$ cat config.mk
export PLATFORM = sky130hd
export DESIGN_NAME = topic_wildcard_match
export DESIGN_NICKNAME = d
export VERILOG_FILES = /design/src/design/twm_pkg.sv /design/src/design/topic_wildcard_match.sv /design/src/design/twm_store.sv /design/src/design/twm_walker.sv
export SDC_FILE = /design/constraint.sdc
export NUM_CORES = 1
export LEC_CHECK = 0
export ABC_AREA = 1
export BUFFER_PORTS_ARGS = -buffer_cell sky130_fd_sc_hd__clkbuf_2
export CORE_ASPECT_RATIO = 0.7
export CORE_MARGIN = 10
export CORE_UTILIZATION = 60
export DETAILED_ROUTE_END_ITERATION = 8
export HOLD_SLACK_MARGIN = 0.15
export PLACE_DENSITY = 0.82
export SETUP_SLACK_MARGIN = 0.15
export SYNTH_ARGS = -nofsm -noshare
export SYNTH_HDL_FRONTEND = slang
export SYNTH_SLANG_ARGS = --single-unit
$ cat constraint.sdc
create_clock -name clk_i -period 5.84 [get_ports clk_i]
set_clock_uncertainty 0.1 [all_clocks]
set_input_delay 0.292 -clock clk_i [delete_from_list [all_inputs] [get_ports clk_i]]
set_output_delay 0.292 -clock clk_i [all_outputs]
set_load 0.01 [all_outputs]
$ cat src/design/twm_pkg.sv
// Shared types and character codes for the topic wildcard matcher.
`timescale 1ns / 1ps
`default_nettype none
package twm_pkg;

  localparam logic [7:0] CHAR_SLASH = 8'h2F;
  localparam logic [7:0] CHAR_PLUS  = 8'h2B;
  localparam logic [7:0] CHAR_STAR  = 8'h2A;

  localparam logic REQ_PATTERN = 1'b0;
  localparam logic REQ_TOPIC   = 1'b1;

  typedef struct packed {
    logic       req_type;
    logic [7:0] data_byte;
    logic       has_byte;
    logic       last;
  } req_t;

  typedef struct packed {
    logic matched;
    logic too_long;
  } res_t;

endpackage
`default_nettype wire

$ cat src/design/topic_wildcard_match.sv
// Top level of the topic wildcard matcher.
`timescale 1ns / 1ps
`default_nettype none
// Pattern and topic bytes are taken one per cycle while busy is low. The
// topic item marked last starts a match, and busy stays high until the
// result. The match walks both byte buffers through their single read
// ports, classifying each pattern level, comparing bytes and rescanning
// topic bytes each time a '*' takes one more topic level, so the match time
// is data dependent; an overlong string ends it before any level is walked.
// The result appears for exactly one cycle with done_o high; the receiver
// cannot stall it.
module topic_wildcard_match #(
  parameter int unsigned MAX_LEN = 64
) (
  input  logic          clk_i,
  input  logic          rst_ni,
  input  logic          start,
  output logic          busy,
  input  twm_pkg::req_t req_i,
  output logic          done_o,
  output twm_pkg::res_t res_o
);
  import twm_pkg::*;

  localparam int unsigned AW = $clog2(MAX_LEN);
  localparam int unsigned LW = $clog2(MAX_LEN + 1);

  logic          accept, p_wr, t_wr, kick;
  logic [AW-1:0] p_raddr, t_raddr;
  logic [7:0]    p_rdata, t_rdata;
  logic [LW-1:0] p_len, t_len;
  logic          p_ovf, t_ovf;

  assign accept = start & ~busy;
  assign p_wr   = accept & (req_i.req_type == REQ_PATTERN);
  assign t_wr   = accept & (req_i.req_type == REQ_TOPIC);
  assign kick   = t_wr & req_i.last;

  twm_store #(.MAX_LEN(MAX_LEN)) u_pat (
    .clk_i   (clk_i),
    .rst_ni  (rst_ni),
    .wr_i    (p_wr),
    .req_i   (req_i),
    .raddr_i (p_raddr),
    .rdata_o (p_rdata),
    .len_o   (p_len),
    .ovf_o   (p_ovf)
  );

  twm_store #(.MAX_LEN(MAX_LEN)) u_top (
    .clk_i   (clk_i),
    .rst_ni  (rst_ni),
    .wr_i    (t_wr),
    .req_i   (req_i),
    .raddr_i (t_raddr),
    .rdata_o (t_rdata),
    .len_o   (t_len),
    .ovf_o   (t_ovf)
  );

  twm_walker #(.MAX_LEN(MAX_LEN)) u_walk (
    .clk_i     (clk_i),
    .rst_ni    (rst_ni),
    .kick_i    (kick),
    .p_len_i   (p_len),
    .p_ovf_i   (p_ovf),
    .t_len_i   (t_len),
    .t_ovf_i   (t_ovf),
    .p_rdata_i (p_rdata),
    .t_rdata_i (t_rdata),
    .p_raddr_o (p_raddr),
    .t_raddr_o (t_raddr),
    .busy_o    (busy),
    .done_o    (done_o),
    .res_o     (res_o)
  );

endmodule
`default_nettype wire

$ cat src/design/twm_store.sv
// String buffer: byte memory with length, overflow and open tracking.
`timescale 1ns / 1ps
`default_nettype none
module twm_store #(
  parameter int unsigned MAX_LEN = 64
) (
  input  logic                           clk_i,
  input  logic                           rst_ni,
  input  logic                           wr_i,
  input  twm_pkg::req_t                  req_i,
  input  logic [$clog2(MAX_LEN)-1:0]     raddr_i,
  output logic [7:0]                     rdata_o,
  output logic [$clog2(MAX_LEN+1)-1:0]   len_o,
  output logic                           ovf_o
);
  import twm_pkg::*;

  localparam int unsigned AW = $clog2(MAX_LEN);
  localparam int unsigned LW = $clog2(MAX_LEN + 1);

  logic [7:0]    mem_q [MAX_LEN];
  logic [7:0]    rdata_q;
  logic [LW-1:0] len_q, len_d, eff_len;
  logic          ovf_q, ovf_d, eff_ovf;
  logic          open_q, open_d;
  logic          room;

  assign eff_len = open_q ? len_q : '0;
  assign eff_ovf = open_q & ovf_q;
  assign room    = (eff_len < LW'(MAX_LEN));

  always_comb begin
    len_d  = len_q;
    ovf_d  = ovf_q;
    open_d = open_q;
    if (wr_i) begin
      len_d  = eff_len + LW'(req_i.has_byte & room);
      ovf_d  = eff_ovf | (req_i.has_byte & ~room);
      open_d = ~req_i.last;
    end
  end

  always_ff @(posedge clk_i or negedge rst_ni) begin
    if (!rst_ni) begin
      len_q  <= '0;
      ovf_q  <= 1'b0;
      open_q <= 1'b0;
    end else begin
      len_q  <= len_d;
      ovf_q  <= ovf_d;
      open_q <= open_d;
    end
  end

  always_ff @(posedge clk_i) begin
    if (wr_i && req_i.has_byte && room) begin
      mem_q[eff_len[AW-1:0]] <= req_i.data_byte;
    end
    rdata_q <= mem_q[raddr_i];
  end

  assign rdata_o = rdata_q;
  assign len_o   = len_q;
  assign ovf_o   = ovf_q;

endmodule
`default_nettype wire

$ cat src/design/twm_walker.sv
// Level walker: greedy wildcard match with star backtracking over both buffers.
`timescale 1ns / 1ps
`default_nettype none
module twm_walker #(
  parameter int unsigned MAX_LEN = 64
) (
  input  logic                           clk_i,
  input  logic                           rst_ni,
  input  logic                           kick_i,
  input  logic [$clog2(MAX_LEN+1)-1:0]   p_len_i,
  input  logic                           p_ovf_i,
  input  logic [$clog2(MAX_LEN+1)-1:0]   t_len_i,
  input  logic                           t_ovf_i,
  input  logic [7:0]                     p_rdata_i,
  input  logic [7:0]                     t_rdata_i,
  output logic [$clog2(MAX_LEN)-1:0]     p_raddr_o,
  output logic [$clog2(MAX_LEN)-1:0]     t_raddr_o,
  output logic                           busy_o,
  output logic                           done_o,
  output twm_pkg::res_t                  res_o
);
  import twm_pkg::*;

  localparam int unsigned AW = $clog2(MAX_LEN);
  localparam int unsigned LW = $clog2(MAX_LEN + 1);

  typedef enum logic [10:0] {
    S_IDLE    = 11'b000_0000_0001,
    S_INIT    = 11'b000_0000_0010,
    S_TOP     = 11'b000_0000_0100,
    S_CLS_A   = 11'b000_0000_1000,
    S_CLS_B   = 11'b000_0001_0000,
    S_CLS_C   = 11'b000_0010_0000,
    S_CMP_RD  = 11'b000_0100_0000,
    S_CMP_CK  = 11'b000_1000_0000,
    S_SCAN_RD = 11'b001_0000_0000,
    S_SCAN_CK = 11'b010_0000_0000,
    S_SPARE   = 11'b100_0000_0000
  } state_e;

  state_e        state_q, state_d;
  logic [LW-1:0] pp_q, pp_d, tp_q, tp_d, sp_q, sp_d, st_q, st_d;
  logic [LW-1:0] ci_q, ci_d, ti_q, ti_d;
  logic          star_q, star_d, bt_q, bt_d;
  logic [7:0]    c0_q, c0_d;
  logic          done_q, done_d;
  res_t          res_q, res_d;

  always_comb begin
    logic          fin_go, fin_m, fin_long, bt_go, scan_go;
    logic [LW-1:0] scan_pos, nxt;
    logic          last1, single, is_star, is_plus, pend, tend;
    logic [7:0]    c1, pc, tc;

    state_d  = state_q;
    pp_d     = pp_q;
    tp_d     = tp_q;
    sp_d     = sp_q;
    st_d     = st_q;
    ci_d     = ci_q;
    ti_d     = ti_q;
    star_d   = star_q;
    bt_d     = bt_q;
    c0_d     = c0_q;
    done_d   = 1'b0;
    res_d    = res_q;
    fin_go   = 1'b0;
    fin_m    = 1'b0;
    fin_long = 1'b0;
    bt_go    = 1'b0;
    scan_go  = 1'b0;
    scan_pos = '0;
    p_raddr_o = '0;
    t_raddr_o = '0;

    last1   = (LW'(pp_q + 1'b1) == p_len_i);
    c1      = p_rdata_i;
    single  = last1 || (c1 == CHAR_SLASH);
    nxt     = last1 ? p_len_i : LW'(pp_q + LW'(2));
    is_star = single && (c0_q == CHAR_STAR);
    is_plus = single && (c0_q == CHAR_PLUS);
    pend    = (ci_q == p_len_i);
    tend    = (ti_q == t_len_i);
    pc      = pend ? CHAR_SLASH : p_rdata_i;
    tc      = tend ? CHAR_SLASH : t_rdata_i;

    case (state_q)
      S_IDLE: begin
        if (kick_i) begin
          pp_d    = '0;
          tp_d    = '0;
          star_d  = 1'b0;
          state_d = S_INIT;
        end
      end
      S_INIT: begin
        if (p_ovf_i || t_ovf_i) begin
          fin_go   = 1'b1;
          fin_long = 1'b1;
        end else begin
          state_d = S_TOP;
        end
      end
      S_TOP: begin
        if (pp_q == p_len_i) begin
          if (tp_q == t_len_i) begin
            fin_go = 1'b1;
            fin_m  = 1'b1;
          end else begin
            bt_go = 1'b1;
          end
        end else begin
          state_d = S_CLS_A;
        end
      end
      S_CLS_A: begin
        p_raddr_o = pp_q[AW-1:0];
        state_d   = S_CLS_B;
      end
      S_CLS_B: begin
        c0_d      = p_rdata_i;
        p_raddr_o = AW'(pp_q + 1'b1);
        state_d   = S_CLS_C;
      end
      S_CLS_C: begin
        if (tp_q == t_len_i) begin
          fin_go = 1'b1;
          fin_m  = is_star && (nxt == p_len_i);
        end else if (is_plus) begin
          pp_d    = nxt;
          ti_d    = tp_q;
          bt_d    = 1'b0;
          state_d = S_SCAN_RD;
        end else if (is_star) begin
          star_d  = 1'b1;
          sp_d    = nxt;
          st_d    = tp_q;
          pp_d    = nxt;
          state_d = S_TOP;
        end else begin
          ci_d    = pp_q;
          ti_d    = tp_q;
          state_d = S_CMP_RD;
        end
      end
      S_CMP_RD: begin
        p_raddr_o = ci_q[AW-1:0];
        t_raddr_o = ti_q[AW-1:0];
        state_d   = S_CMP_CK;
      end
      S_CMP_CK: begin
        if (pc != tc) begin
          bt_go = 1'b1;
        end else if (pc == CHAR_SLASH) begin
          pp_d    = pend ? p_len_i : LW'(ci_q + 1'b1);
          tp_d    = tend ? t_len_i : LW'(ti_q + 1'b1);
          state_d = S_TOP;
        end else begin
          ci_d    = LW'(ci_q + 1'b1);
          ti_d    = LW'(ti_q + 1'b1);
          state_d = S_CMP_RD;
        end
      end
      S_SCAN_RD: begin
        t_raddr_o = ti_q[AW-1:0];
        if (tend) begin
          scan_go  = 1'b1;
          scan_pos = t_len_i;
        end else begin
          state_d = S_SCAN_CK;
        end
      end
      S_SCAN_CK: begin
        if (t_rdata_i == CHAR_SLASH) begin
          scan_go  = 1'b1;
          scan_pos = LW'(ti_q + 1'b1);
        end else begin
          ti_d    = LW'(ti_q + 1'b1);
          state_d = S_SCAN_RD;
        end
      end
      default: begin
        state_d = S_IDLE;
      end
    endcase

    if (bt_go) begin
      if (!star_q) begin
        fin_go = 1'b1;
      end else begin
        ti_d    = st_q;
        bt_d    = 1'b1;
        state_d = S_SCAN_RD;
      end
    end

    if (scan_go) begin
      tp_d    = scan_pos;
      state_d = S_TOP;
      if (bt_q) begin
        st_d = scan_pos;
        pp_d = sp_q;
      end
    end

    if (fin_go) begin
      done_d         = 1'b1;
      res_d.matched  = fin_m;
      res_d.too_long = fin_long;
      state_d        = S_IDLE;
    end
  end

  always_ff @(posedge clk_i or negedge rst_ni) begin
    if (!rst_ni) begin
      state_q <= S_IDLE;
      done_q  <= 1'b0;
      star_q  <= 1'b0;
      bt_q    <= 1'b0;
    end else begin
      state_q <= state_d;
      done_q  <= done_d;
      star_q  <= star_d;
      bt_q    <= bt_d;
    end
  end

  always_ff @(posedge clk_i) begin
    pp_q  <= pp_d;
    tp_q  <= tp_d;
    sp_q  <= sp_d;
    st_q  <= st_d;
    ci_q  <= ci_d;
    ti_q  <= ti_d;
    c0_q  <= c0_d;
    res_q <= res_d;
  end

  assign busy_o = (state_q != S_IDLE);
  assign done_o = done_q;
  assign res_o  = res_q;

endmodule
`default_nettype wire

==> results.json <==
{
  "drt-pass1-iter-count": 9,
  "maxCapViolCount": 0,
  "layout_common_cells": "edfxtp_1 (1055), nand2_1 (897), nor2_1 (541)",
  "boundaryPins": 18,
  "grt_pass1_wl_um": 197700,
  "ant_nets": 0,
  "peakVddDrop_uv": 211.8,
  "root_buffer": "clkbuf_16",
  "instances_no_fill": 5557,
  "hold_viol": 0,
  "synth_ff_type": "edfxtp_1",
  "start_util": 0.6085,
  "syn-num-nets": 4492,
  "synth_warnings": 0,
  "dpl_worst_slack_ns": 1.734,
  "cts.sinks": 1124,
  "critPathLaunchType": "flip-flop",
  "rsz0062_at_grt": "false",
  "min_period_ns": 4.248,
  "cts_made_buffers": 103,
  "drc": 0,
  "reg2reg_depth": 17,
  "place.gp.congestion": 0.9634,
  "fin_crit_sh": 0.7274,
  "worstMarginPinSlew_ns": 1.267,
  "grt_remaining_overflow": 0,
  "powerDensity_mw_per_mm2": 305.8,
  "synthDistinctLibCells": 60,
  "setup_violations": 0,
  "post_cts_resized": 0,
  "die_x_um": 362.5,
  "setup_ws_ns": 1.592,
  "synth_cells": 4469,
  "drtIter0Drc": 6330,
  "r2r_start": "u_walk.state_q[1]",
  "drive_gt1_frac": 0.1020,
  "leakage_nw": 18.89,
  "holdBufCountCts": 12,
  "row_count": 87,
  "placed_cell_area_mm2": 0.04983,
  "crit_end": "u_pat.rdata_o[6]",
  "antenna_cells": 0,
  "vias_per_cell": 6.327,
  "cp_data_arrival_time_ns": 4.72,
  "grt_use_total": 0.2717,
  "p_sw_w": 0.003613,
  "fill_cells": 5768,
  "clock_latency_ns": 0.69,
  "die_y_um": 259.8,
  "place_inst": 5352,
  "crit_start": "u_walk.state_q[1]",
  "clockPowerShare": 0.411,
  "cp.required_ns": 6.31,
  "via_count": 35160,
  "worstSetupEndpointType": "flip-flop",
  "clk_pin_slew_ns": 0.07,
  "combinationalPowerShare": 0.041,
  "grt_pass1_vias": 32020,
  "p_int_w": 0.01268,
  "crit_fanout": 75,
  "grt_max_degree": 193,
  "final_nets": 4424,
  "run_status": "complete, no violations",
  "port_buffers": 17,
  "synthArstFlopShare": 0.02847,
  "drv_slew": 0,
  "area_growth_pct": 8.092,
  "ys_seq_area_frac": 0.6742,
  "yosys_register_bits": 1124,
  "clock_path_buffers": 3,
  "rrSetupSlack_ns": 1.59,
  "setup_tns_ns": 0,
  "die-area_mm2": 0.09418,
  "final_area_mm2": 0.05327,
  "hold_path_class": "primary input to async pin",
  "final_util": 0.6577,
  "timing.rr.end": "u_pat.rdata_o[6]",
  "wl_per_cell_um": 23.54,
  "synth_edf_count": 1055,
  "antenna_found_initial": 1,
  "netSwitchingFraction": 0.2218,
  "syn_area_mm2": 0.04928,
  "fmax_ghz": 0.2354,
  "critPathKind": "flip-flop to flip-flop",
  "p_seq_frac": 0.548,
  "synth.avg_cell_area_um2": 11.03,
  "htreeDepth": 3,
  "core_mm2": 0.08099,
  "dp_hpwl_um": 79970,
  "post-cts-setup-buffer-count": 0,
  "maxSlewHeadroom": 0.1521,
  "final_common_cell": "edfxtp_1",
  "detail_route.wirelength_um": 130800,
  "cts_tree": "yes"
}
-- flip-flops by register name, indices dropped and copies added (netlist names), 8 cells and up --
name	flops
u_walk.state_q	11
u_pat.rdata_o	8
u_top.mem_q	512
u_walk.c0_q	8
u_pat.mem_q	512
u_top.rdata_o	8
-- synth_stat cells, types with 37 or more instances --
library cell  count  area, um^2
a21oi_1          83       415.4
dfxtp_1          37       740.7
o21ai_1         123       615.6
buf_2           104       520.5
nand2_1         900        3378
clkbuf_1         79       296.5
inv_1           133       499.2
inv_2            40       150.1
o211ai_1        134        1006
nand3_1         525        2628
nor2_1          542        2034
buf_4            38       285.3
nor3_1           50       250.2
edfxtp_1       1055       31680
or2_2           119       744.5
o21ai_0         222        1111
-- logic make-up after synthesis --
family	synth area share
DFF	0.6742
other	0.00007610
adders and majority gates	0.002285
and+or+nand+nor	0.2059
AOI/OAI and AO/OA	0.07107
buffers and inverters	0.03994
xor gates and xnor gates	0.006551
-- worst min path at each step --
stage / from / cells past startpoint / to
2_1_floorplan: rst_ni / 0 / u_pat.len_o[0]
5_1_grt: req_i[9] / 1 / u_top.mem_q[10][7]
3_3_place_gp: u_walk.st_q[5] / 2 / u_walk.ti_q[5]
3_5_place_dp: u_walk.st_q[0] / 2 / u_walk.ti_q[0]
6_report: rst_ni / 2 / u_walk.state_q[3]
4_1_cts: rst_ni / 2 / u_walk.state_q[3]
-- area by class of cell --
cell class                      count  area, um^2  area share
Inverter                          180       690.7     0.01297
Sequential cell                  1124       33220      0.6237
Tap cell                         1068        1336     0.02509
Clock inverter                     59       538.0     0.01010
Clock buffer                      134        2784     0.05226
Timing Repair Buffer               69       563.0     0.01057
Multi-Input combinational cell   2923       14130      0.2653
-- stage by stage --
step                      hold WS [ns]  total power (W)
after CTS                       0.1708          0.01627
final                           0.1733          0.01629
after global routing            0.2329          0.01668
after detailed placement        0.3445         0.009720
after global placement          0.3276         0.009700
after floorplan                -0.1036         0.009420
-- power by group through the flow --
stage / logic [W] / registers [W] / clock network [W]
floorplan: 0.000375 / 0.00904 / 0
global placement: 0.000610 / 0.00909 / 0
detailed placement: 0.000629 / 0.00909 / 0
CTS: 0.000642 / 0.00892 / 0.00672
global route: 0.000716 / 0.00892 / 0.00704
finish: 0.000667 / 0.00892 / 0.00670
-- routing by layer --
layer / up-vias / GRT usage / part of all wire
li1: 15560 / - / -
met1: 16770 / 0.4169 / 0.41
met2: 2570 / 0.3726 / 0.41
met3: 254 / 0.08451 / 0.16
met4: 4 / 0.06592 / 0.023
met5: - / 0 / 0.00029
-- critical path: stages, from the launching register on --
cell	delay [ns]
dfrtp_1	0.40
nor2_1	0.19
nand2_4	0.15
inv_2	0.10
nand2_2	0.08
nor2_4	0.19
nand2_1	0.12
nand3_4	0.36
clkinv_2	0.73
buf_4	0.63
nand2_1	0.19
nand3_1	0.12
nand3_1	0.23
nand2_1	0.08
nand2_1	0.09
nand3_1	0.08
nand3_1	0.13
nand2_1	0.07
Power figures use the tool's default switching activity.
